File: src/rtl/rmc_pkg.sv
package rmc_pkg;

    // Storage and arithmetic constants
    localparam int DEFAULT_MAX_VERTICES = 32;
    localparam int COST_W               = 32;
    localparam int VTX_W                = 5;
    localparam int CNT_W                = 6;
    localparam logic signed [COST_W-1:0] COST_MAX = 32'sh7FFF_FFFF;

    // Input operation codes
    typedef enum logic [1:0] {
        OP_SET_COST = 2'd0,
        OP_ADD_EDGE = 2'd1,
        OP_RUN      = 2'd2,
        OP_CLEAR    = 2'd3
    } opcode_t;

    // Controller states
    typedef enum logic [1:0] {
        ST_IDLE,
        ST_SCAN,
        ST_EMIT
    } state_t;

    // Commands from the controller to the datapath
    typedef struct packed {
        logic take_in;   // apply the accepted input beat
        logic init;      // rewind the scan; the cost copy comes with take_in of a run
        logic scan;      // relax the edges of one source vertex
        logic emit;      // load one result into the output register
    } ctrl_cmd_t;

    // Status from the datapath to the controller
    typedef struct packed {
        logic at_last;   // scan or emit index sits on the final vertex in use
        logic changed;   // some best cost dropped during the current pass
        logic out_busy;  // output register holds a beat that is not taken
    } dp_stat_t;

endpackage

File: src/rtl/rmc_ctrl.sv
module rmc_ctrl
    import rmc_pkg::*;
(
    input  logic      clk,
    input  logic      rst_n,
    input  logic      in_valid,
    input  logic [1:0] in_opcode,
    output logic      in_ready,
    input  dp_stat_t  stat,
    output ctrl_cmd_t cmd
);

    state_t state_reg;
    state_t state_next;

    // State register
    always_ff @(posedge clk or negedge rst_n)
    begin
        if (!rst_n)
        begin
            state_reg <= ST_IDLE;
        end
        else
        begin
            state_reg <= state_next;
        end
    end

    // Next state and commands
    always_comb
    begin
        state_next = state_reg;
        cmd        = '0;
        in_ready   = 1'b0;
        unique case (state_reg)
            ST_IDLE:
            begin
                in_ready = 1'b1;
                if (in_valid)
                begin
                    cmd.take_in = 1'b1;
                    if (opcode_t'(in_opcode) == OP_RUN)
                    begin
                        cmd.init   = 1'b1;
                        state_next = ST_SCAN;
                    end
                end
            end
            ST_SCAN:
            begin
                // Passes repeat until one leaves every best cost unchanged.
                cmd.scan = 1'b1;
                if (stat.at_last && !stat.changed)
                begin
                    state_next = ST_EMIT;
                end
            end
            ST_EMIT:
            begin
                if (!stat.out_busy)
                begin
                    cmd.emit = 1'b1;
                    if (stat.at_last)
                    begin
                        state_next = ST_IDLE;
                    end
                end
            end
            default:
            begin
                state_next = ST_IDLE;
            end
        endcase
    end

endmodule

File: config.mk
export PLATFORM = sky130hd
export DESIGN_NAME = rmc_ctrl
export DESIGN_NICKNAME = d
export VERILOG_FILES = /design/src/rtl/rmc_pkg.sv /design/src/rtl/rmc_ctrl.sv
export SDC_FILE = /design/constraint.sdc
export NUM_CORES = 1
export LEC_CHECK = 0
export ABC_AREA = 1
export ABC_CLOCK_PERIOD_IN_PS = 1200
export BUFFER_PORTS_ARGS = -buffer_cell sky130_fd_sc_hd__buf_2
export CORE_AREA = 5 5 42 44
export CTS_CLUSTER_DIAMETER = 40
export DETAILED_ROUTE_END_ITERATION = 7
export DIE_AREA = 0 0 47 49
export MAX_ROUTING_LAYER = met4
export PLACE_DENSITY_LB_ADDON = 0.1
export RECOVER_POWER = 50
export SLEW_MARGIN = 5
export SYNTH_ARGS = -nofsm -noshare
export SYNTH_HDL_FRONTEND = slang
export SYNTH_SLANG_ARGS = --single-unit
File: constraint.sdc
create_clock -name clk -period 1.2 [get_ports clk]
set_clock_uncertainty 0.15 [all_clocks]
set_input_delay 0.12 -clock clk [delete_from_list [all_inputs] [get_ports clk]]
set_output_delay 0.12 -clock clk [all_outputs]
set_load 0.05 [all_outputs]
==> flow_summary_export.csv, run 1 <==
group,metric,value,unit
outcome,run_status,"finished with violations",
outcome,failed_checks,"setup timing",
place,final_gp_congestion,0.7120,
synthesis,synthTopCellsByArea,"dfrtp_1 34%, inv_1 20%, nand2_1 15%",
synthesis,seq_area_frac_synth,33.90,%
synthesis,syn_area_per_cell,6.152,um2
global_route,globalRouteOverflowTotal,0,
setup_path,crit_path_cell_trace,"nor2_4 -> nand3_2 -> clkinvlp_4 -> buf_8",
synthesis,synth_top_cell_area_share,33.90,%
global_route,grt_first_pass_wirelength,731,um
pwr,vdd.ir_drop.worst,570.8,uV
clocking,cts.reportedPaths.clkPinSlew,0.03,ns
die,core_region_area,1401,um2
drt,finalWirelength,451,um
synthesis,synth_cell_types,9,
synthesis,synth.largest_area_cell,"dfrtp_1",
finish,sequential_area,51.30,um2
timing,period_minus_slack,1.386,ns
setup_path,cp_top_family,"flip-flops",
global_route,global_route.usage.total,4.765,%
pwr,combPwrFrac,65.0,%
global_route,antenna_violations_before_repair,0,
finish,largest_reg_flops,2,
setup_path,timing.critical_path.slowest_cell_delay,0.40,ns
drt,vias_per_cell,3.458,
pwr,switching_fraction,45.77,%
finish,antenna_cells_inserted,0,
finish,layout.filler_cells,171,
timing,layout_setup_ws,-0.1861,ns
setup_path,setup.reg_to_reg.worst_slack,0.13,ns
finish,multi_input_area,91.34,um2
place,placed_area,249.0,um2
timing,finalSetupTns,-0.6259,ns
pwr,seqPwrFrac,14.6,%
timing,maxSlewHeadroom,90.71,%
finish,p_r_area_growth_vs_syn,148.3,%
die,design.die.area,2303,um2
finish,layoutNonFillerInstCount,59,
pwr,pwr-share-clk,20.4,%
drt,drt.antenna.violating_nets,0,
timing,rsz0062_at_grt,"true",
die,chipWidth,47,um
finish,fin_util,26.16,%
setup_path,worstPathBufferInverterCount,2,
clocking,cts_htree_levels,1,
setup_path,critical_path.startpoint_type,"register",
drt,num_vias,204,
clocking,cts.sinks,2,
finish,layout.nets,53,
setup_path,critical_path_sink_type,"primary output",
hold_path,holdCritPathClass,"in2reg",
place,place_worst_setup_slack,-0.07153,ns
drt,detail_route.iter0.violations,0,
pwr,leakagePower,0.1924,nW
clocking,cts-buffers-inserted,3,
clocking,tritoncts,"done",
die,initial_utilization,10.54,%
setup_path,critical_path.max_fanout,3,
clocking,cts-root-to-sink-buffers,2,
job,drv_cap,0,
drt,drtPass1Iterations,1,
timing,number_of_slew_limit_violations_in_the_final_report,0,
synthesis,netlist_area,147.6,um2
synthesis,ys.warnings.count,0,
drt,route.detailed.drc,0,
clocking,clock_insertion_delay_worst_skew,0.23,ns
timing,worst_pin_slew,0.1379,ns
timing,portion_of_the_clock_cycle_consumed_by_the_worst_path_in_the_final_layout,115.5,%
finish,layout-drive-gt1-share,65.12,%
synthesis,synth_nets,32,
global_route,grt_pass1_vias,212,
pwr,power,737.6,uW
setup_path,setup.worst_path.class,"reg2out",
timing,setup_violations,5,
place,port-buffer-count,12,
die,ioPinCount,13,
pwr,switchingPower,337.6,uW
setup_path,critical_path_required,0.93,ns
timing,timing.hold.ws,0.05196,ns
timing,report.final.hold_viol_count,0,
pwr,internal_power_summed_over_all_cells,400.0,uW
drt,drt-wirelength-per-cell,7.644,um
die,rows,14,
pwr,power_per_cell_area,2012,nW/um2
timing,max_freq,721.5,MHz
synthesis,synthesis.instances,24,
place,final_hpwl_dp,355.4,um
global_route,grt_max_degree,4,
setup_path,critical_path.slowest_cell,"dfrtp_1",
setup_path,critPathArrivalTime,1.12,ns
synthesis,ys_ff_latch,2,
die,dieHeight,49,um
clocking,clock_tree.root_cell,"clkbuf_4",
place,cells_after_dpl,52,
finish,final_cell_area,366.6,um2
==> logic make-up after synthesis <==
kind of cell,after synthesis,share of synthesized area [%]
buf+inv,9,25.43
compound gates,1,3.387
flops,2,33.90
simple gates,12,37.29
==> power groups by stage <==
stage / sequential [mW] / clock, mW / combinational, mW
after floorplan: 0.107 / 0 / 0.256
after global placement: 0.111 / 0 / 0.306
after detailed placement: 0.111 / 0 / 0.308
after CTS: 0.108 / 0.163 / 0.461
after global routing: 0.111 / 0.166 / 0.509
final: 0.108 / 0.151 / 0.479
==> cell usage in the layout, fill, tap and decap left out, types with 2 or more instances in the layout <==
cell / count
nand2_1: 5
buf_2: 6
clkbuf_4: 3
buf_4: 3
inv_2: 2
buf_6: 3
nor2_1: 2
nor2_4: 2
inv_1: 4
buf_8: 3
==> cells in the mapped netlist <==
master,instances
nand2_1,6
buf_4,1
nand3_2,1
nor2_2,1
inv_1,8
nor2_1,3
o21ai_0,1
dfrtp_1,2
nor3_1,1
==> final cells by class <==
class | count | share of cell area, %
multi-input combinational | 13 | 24.91
timing repair buffer | 17 | 39.59
clock buffer | 3 | 6.143
inverter | 8 | 9.898
sequential | 2 | 13.99
tap | 16 | 5.461
==> tightest hold or removal path, delay by kind of cell <==
kind / cells / cell delay, ns
AO/OA/AOI/OAI: 1 / 0.08
buffers and inverters: 2 / 0.11
AND/OR/NAND/NOR: 1 / 0.07
==> path summary, 6_finish.rpt <==
check	start	endpoint	cells after the start
max	state_reg[1]	cmd[2]	4
min	stat[1]	state_reg[1]	4
max reg2reg	state_reg[1]	state_reg[0]	4
min reg2reg	state_reg[1]	state_reg[1]	3
max in group asynchronous	rst_n	state_reg[0]	2
min in group asynchronous	rst_n	state_reg[1]	2
==> routing by layer <==
metal	track usage (%)	vias to the layer above	routed length (um)
met1	4.615	89	161
met4	4.147	0	9
met5	-	-	0
met3	2.214	2	40
met2	6.787	9	240
li1	-	104	-
==> what timing repair did <==
item | in CTS | in global routing
resized for setup | 19 | 2
setup endpoints to repair | 5 | 5
hold buffers | 1 | 0
pin swaps | 2 | 1
hold endpoints to repair | 2 | 0
buffers inserted | 2 | 1
(Power assumes the default switching activity.)
==> run 2: changes to the inputs <==
- ABC_AREA: 1 -> default
==> run 2 against run 1 <==
The run still ends with setup timing left. Critical path depth fell by 1. Sequential share of layout area rose by 0.59 points. Die area did not move. Via count fell by 8.3%. Register-to-register slack got worse by 0.02 ns. Worst hold slack got worse by 0.020 ns. Routed wire length rose by 10%. Final cell count fell by 12%. Clock power rose by 11%. Clock-buffer cell count rose by 1. Cell area fell by 1.7%. Highest routed layer is now met3.
==> flow_summary_export.csv, run 2 <==
group,metric,value,unit
synthesis,ys.warnings.count,0,
synthesis,ys_ff_latch,2,
hold_path,holdCritPathClass,"in2reg",
global_route,antenna_violations_before_repair,0,
global_route,globalRouteOverflowTotal,0,
die,core_region_area,1401,um2
die,chipWidth,47,um
drt,num_vias,187,
pwr,combPwrFrac,64.5,%
synthesis,synth.largest_area_cell,"dfrtp_1",
timing,rsz0062_at_grt,"true",
synthesis,netlist_area,145.1,um2
pwr,power_per_cell_area,2591,nW/um2
drt,drtPass1Iterations,2,
pwr,internal_power_summed_over_all_cells,495.2,uW
finish,layoutNonFillerInstCount,52,
finish,p_r_area_growth_vs_syn,148.3,%
die,rows,14,
finish,antenna_cells_inserted,0,
pwr,power,933.5,uW
timing,maxSlewHeadroom,88.00,%
synthesis,synthTopCellsByArea,"dfrtp_1 34%, a211oi_2 8.6%, nor2b_1 8.6%",
place,place_worst_setup_slack,-0.07716,ns
global_route,grt_pass1_vias,216,
synthesis,syn_area_per_cell,9.071,um2
finish,largest_reg_flops,2,
drt,drt-wirelength-per-cell,9.558,um
setup_path,critical_path_required,0.93,ns
die,initial_utilization,10.36,%
synthesis,seq_area_frac_synth,34.48,%
synthesis,synth_nets,24,
timing,worst_pin_slew,0.1795,ns
die,dieHeight,49,um
global_route,global_route.usage.total,5.780,%
clocking,cts_htree_levels,1,
finish,commonest_cells_after_routing_fill_and_taps_aside,"6 x buf_2, 5 x buf_6, 3 x clkbuf_4, 3 x buf_4",
setup_path,setup.worst_path.class,"reg2out",
setup_path,critical_path.max_fanout,6,
job,drv_cap,0,
place,final_gp_congestion,0.6520,
place,placed_area,262.8,um2
outcome,run_status,"finished with violations",
timing,number_of_slew_limit_violations_in_the_final_report,0,
setup_path,critical_path_sink_type,"primary output",
setup_path,critPathArrivalTime,1.10,ns
timing,finalSetupTns,-0.6573,ns
drt,detail_route.iter0.violations,1,
pwr,switching_fraction,46.96,%
global_route,grt_first_pass_wirelength,869,um
pwr,leakagePower,0.1638,nW
pwr,vdd.ir_drop.worst,831.8,uV
synthesis,synthesis.instances,16,
drt,finalWirelength,497,um
synthesis,synth-edff-count,0,
place,port-buffer-count,12,
clocking,cts-root-to-sink-buffers,2,
die,design.die.area,2303,um2
finish,commonest_non_fill_non_tap_cell_in_the_layout,"buf_2",
finish,layout-drive-gt1-share,75.00,%
clocking,clock_tree.root_cell,"clkbuf_4",
timing,max_freq,731.2,MHz
clocking,cts-buffers-inserted,3,
clocking,tritoncts,"done",
drt,drt.antenna.violating_nets,0,
clocking,clock_insertion_delay_worst_skew,0.23,ns
global_route,grt_max_degree,7,
timing,setup_violations,5,
synthesis,synth_ff_type,"dfrtp_1",
outcome,failed_checks,"setup timing",
synthesis,synth_top_cells_by_count,"2 x dfrtp_1, 2 x nor2_1, 2 x nor2b_1",
setup_path,critical_path.slowest_cell,"dfrtp_2",
setup_path,crit_path_cell_trace,"nand2b_4 -> nor2_4 -> buf_6",
pwr,seqPwrFrac,17.5,%
pwr,switchingPower,438.3,uW
timing,period_minus_slack,1.368,ns
place,cells_after_dpl,45,
timing,report.final.hold_viol_count,0,
drt,route.detailed.drc,0,
clocking,cts.sinks,2,
synthesis,postSynth.asyncResetShare,100.0,%
finish,layout.nets,45,
pwr,pwr-share-clk,18.0,%
drt,vias_per_cell,3.596,
timing,portion_of_the_clock_cycle_consumed_by_the_worst_path_in_the_final_layout,114.0,%
synthesis,synth_cell_types,13,
finish,final_cell_area,360.3,um2
setup_path,timing.critical_path.slowest_cell_delay,0.46,ns
place,final_hpwl_dp,399.8,um
setup_path,critical_path.startpoint_type,"register",
die,ioPinCount,13,
timing,layout_setup_ws,-0.1676,ns
clocking,cts.reportedPaths.clkPinSlew,0.04,ns
synthesis,synth_top_cell_area_share,34.48,%
-- run 2: cell count changes in the layout (fill, tap and decap cells not counted), sizes merged, moves of 2 or more --
cell	delta
inv	-6
nand2	-6
nor2	-2
nor2b	+3
-- run 2: worst paths after layout --
check	cells after the start	from	slack, ns	end
max in group asynchronous	2	rst_n	0.70	state_reg[1]
min	3	stat[1]	0.03	state_reg[1]
max	3	state_reg[0]	-0.17	cmd[0]
min reg2reg	2	state_reg[0]	0.48	state_reg[0]
max reg2reg	2	state_reg[0]	0.11	state_reg[0]
min in group asynchronous	2	rst_n	0.05	state_reg[0]
-- run 2: cell type report --
type                            count  area [um2]
Tap cell                           16       20.02
Sequential cell                     2       52.55
Timing Repair Buffer               17       137.6
Clock buffer                        4       26.28
Fill cell                         163        1041
Inverter                            1       3.754
Multi-Input combinational cell     12       120.1
-- run 2: timing repair --
item                       in CTS  in global routing
gates resized for setup        14                  0
setup endpoints to repair       5                  5
hold endpoints to repair        2                  0
buffers inserted                2                  0
pin swaps                       2                  0
hold buffers                    1                  0
-- run 2: routing by layer --
metal | global-route usage [%] | vias to the layer above | wire (um)
met5 | - | - | 0
met3 | 2.583 | 0 | 53
li1 | - | 92 | -
met2 | 7.014 | 10 | 251
met4 | 6.912 | 0 | 0
met1 | 5.947 | 85 | 192
-- run 2: critical path: cells and delay by family (launching register included) --
kind	cells	cell delay, ns
simple gates	2	0.25
buf+inv	1	0.16
flops	1	0.46
-- run 2: kinds of logic after synthesis --
| family | Yosys count | share of synthesized area (%) |
|---|---|---|
| AO/OA/AOI/OAI | 2 | 14.65 |
| buffers and inverters | 2 | 7.758 |
| flip-flops | 2 | 34.48 |
| AND/OR/NAND/NOR | 10 | 43.11 |
-- run 2: power by group through the flow --
stage / sequential (mW) / clock [mW] / combinational [mW]
after floorplan: 0.155 / 0 / 0.364
after global placement: 0.165 / 0 / 0.442
after detailed placement: 0.164 / 0 / 0.448
after CTS: 0.163 / 0.178 / 0.612
after global routing: 0.172 / 0.191 / 0.631
final: 0.163 / 0.168 / 0.602
-- run 2: stage by stage --
stage,utilization (%),hold WS [ns]
3_3_place_gp,18.75,-0.2443
2_1_floorplan,-,-0.3256
5_1_grt,25.71,0.04277
6_report,25.71,0.03231
3_5_place_dp,18.75,-0.2442
4_1_cts,25.80,0.03178
==> run 3: changes to the inputs <==
--- a/constraint.sdc
+++ b/constraint.sdc
@@ -4,2 +4,2 @@
 set_output_delay 0.12 -clock clk [all_outputs]
-set_load 0.05 [all_outputs]
+set_load 0.01 [all_outputs]
==> run 3 against run 2 <==
The run still ends with setup timing left. Clock-buffer cell count is 1 lower. Largest power group unchanged. Via count down 11%. Sequential cell count unchanged. Critical path depth unchanged. Die area stayed put. Combinational power is 60% lower. Global-route usage decreased by 0.44 points. Register-to-register slack better by 0.04 ns. First-iteration DRC count decreased by 100%. Routed wire length down 13%. Critical path type unchanged. Sequential power is 7% lower.
==> flow_summary_export.csv, run 3 (synthesis results as in run 2) <==
group,metric,value,unit
timing,portion_of_the_clock_cycle_consumed_by_the_worst_path_in_the_final_layout,107.6,%
finish,p_r_area_growth_vs_syn,87.07,%
drt,num_vias,166,
die,ioPinCount,13,
global_route,grt_pass1_vias,207,
setup_path,critPathArrivalTime,1.02,ns
timing,layout_setup_ws,-0.09090,ns
timing,timing.hold.ws,0.02447,ns
finish,fin_util,19.38,%
global_route,global_route.usage.total,5.343,%
clocking,cts.reportedPaths.clkPinSlew,0.03,ns
pwr,power_per_cell_area,1985,nW/um2
place,final_gp_congestion,0.6234,
setup_path,ff2ff_path_depth,2,
finish,layoutNonFillerInstCount,48,
die,design.die.area,2303,um2
drt,finalWirelength,431,um
global_route,global_route.usage.met2,6.335,%
drt,route.detailed.drc,0,
clocking,tritoncts,"done",
place,cells_after_dpl,43,
clocking,cts-root-to-sink-buffers,2,
finish,commonest_cells_after_routing_fill_and_taps_aside,"11 x buf_2, 3 x clkbuf_4, 2 x nor2_2, 2 x nor2b_1, 2 x dfrtp_2",
pwr,leakagePower,0.1332,nW
finish,antenna_cells_inserted,0,
global_route,grt_max_degree,7,
outcome,run_status,"finished with violations",
clocking,cts_htree_levels,1,
clocking,clock_insertion_delay_worst_skew,0.22,ns
finish,layout.nets,42,
die,rows,14,
global_route,grt_first_pass_wirelength,814,um
global_route,busiest_layer,"met4",
hold_path,holdCritPathClass,"in2reg",
setup_path,critical_path.startpoint_type,"register",
pwr,vdd.ir_drop.worst,384.9,uV
drt,drt.antenna.violating_nets,0,
global_route,antenna_violations_before_repair,0,
timing,setup_violations,4,
drt,drtPass1Iterations,1,
global_route,met3_usage,1.107,%
timing,maxSlewHeadroom,89.70,%
job,drv_cap,0,
clocking,cts-buffers-inserted,3,
setup_path,critical_path_sink_type,"primary output",
drt,detail_route.iter0.violations,0,
die,dieHeight,49,um
setup_path,setup.worst_path.class,"reg2out",
hold_path,worst_hold_path.num_cells,3,
die,chipWidth,47,um
global_route,globalRouteOverflowTotal,0,
timing,number_of_slew_limit_violations_in_the_final_report,0,
timing,worst_pin_slew,0.1545,ns
timing,finalSetupTns,-0.2506,ns
finish,layout.filler_cells,166,
global_route,grt.met1_usage,6.154,%
pwr,power,539.1,uW
clocking,cts.sinks,2,
finish,layout-drive-gt1-share,68.75,%
clocking,clock_tree.root_cell,"clkbuf_4",
drt,drt-wirelength-per-cell,8.979,um
finish,sequential_area,52.55,um2
setup_path,critical_path.max_fanout,5,
finish,commonest_non_fill_non_tap_cell_in_the_layout,"buf_2",
die,core_region_area,1401,um2
place,port-buffer-count,12,
setup_path,critical_path_required,0.93,ns
finish,multi_input_area,96.34,um2
outcome,failed_checks,"setup timing",
drt,vias_per_cell,3.458,
timing,max_freq,774.7,MHz
timing,period_minus_slack,1.291,ns
timing,report.final.hold_viol_count,0,
timing,rsz0062_at_grt,"true",
die,initial_utilization,10.36,%
finish,largest_reg_flops,2,
==> run 3: changes by cell type in the layout (fill, tap and decap cells not counted) <==
| cell | delta |
|---|---|
| and2_4 | -1 |
| nor3_4 | -1 |
| buf_4 | -2 |
| buf_8 | -1 |
| buf_6 | -5 |
| nor2_2 | +2 |
| nor2_4 | -2 |
| and2_1 | +1 |
| clkbuf_1 | -1 |
| buf_2 | +5 |
| nor3_1 | +1 |
==> run 3: power breakdown <==
part | switching (mW) | total, mW | leakage, nW | internal [mW]
clock network | 0.0370 | 0.147 | 0.0138 | 0.110
logic | 0.105 | 0.240 | 0.0962 | 0.135
registers | 0.0517 | 0.152 | 0.0232 | 0.100
==> run 3: path summary, 6_finish.rpt <==
check	start	end	slack (ns)
max	state_reg[1]	cmd[3]	-0.09
min	stat[1]	state_reg[1]	0.02
max reg2reg	state_reg[0]	state_reg[0]	0.15
min reg2reg	state_reg[0]	state_reg[0]	0.45
max in group asynchronous	rst_n	state_reg[1]	0.70
min in group asynchronous	rst_n	state_reg[0]	0.06
==> run 3: cell type report <==
| class | instances | share of cell area (%) |
|---|---|---|
| clock buffer | 3 | 8.295 |
| tap | 16 | 7.373 |
| inverter | 1 | 1.382 |
| multi-input combinational | 12 | 35.48 |
| timing repair buffer | 14 | 28.11 |
| sequential | 2 | 19.35 |
==> run 3: what timing repair did <==
item	CTS	global route
hold buffers	1	0
pin swaps	1	2
endpoints found under the hold margin	2	0
resized for setup	1	4
cloned	0	0
buffers inserted	1	0
setup endpoints to repair	5	5
==> run 3: worst max-delay path, cell delays in order, from the launching register on <==
cell	delay (ns)
dfrtp_2	0.45
nor2_2	0.11
and2_1	0.13
buf_2	0.12
==> run 3: stage by stage <==
step	worst slack, ns	cell area (um2)
3_3_place_gp	0.1175	217.7
4_1_cts	-0.1252	259.0
5_1_grt	-0.1509	271.5
6_report	-0.09090	271.5
2_1_floorplan	0.1189	145.1
3_5_place_dp	0.1138	217.7
==> run 3: layer usage <==
metal | up-vias | part of all wire (%)
met2 | 7 | 49
li1 | 85 | -
met3 | 0 | 7.2
met1 | 74 | 43
met4 | 0 | 0
met5 | - | 0
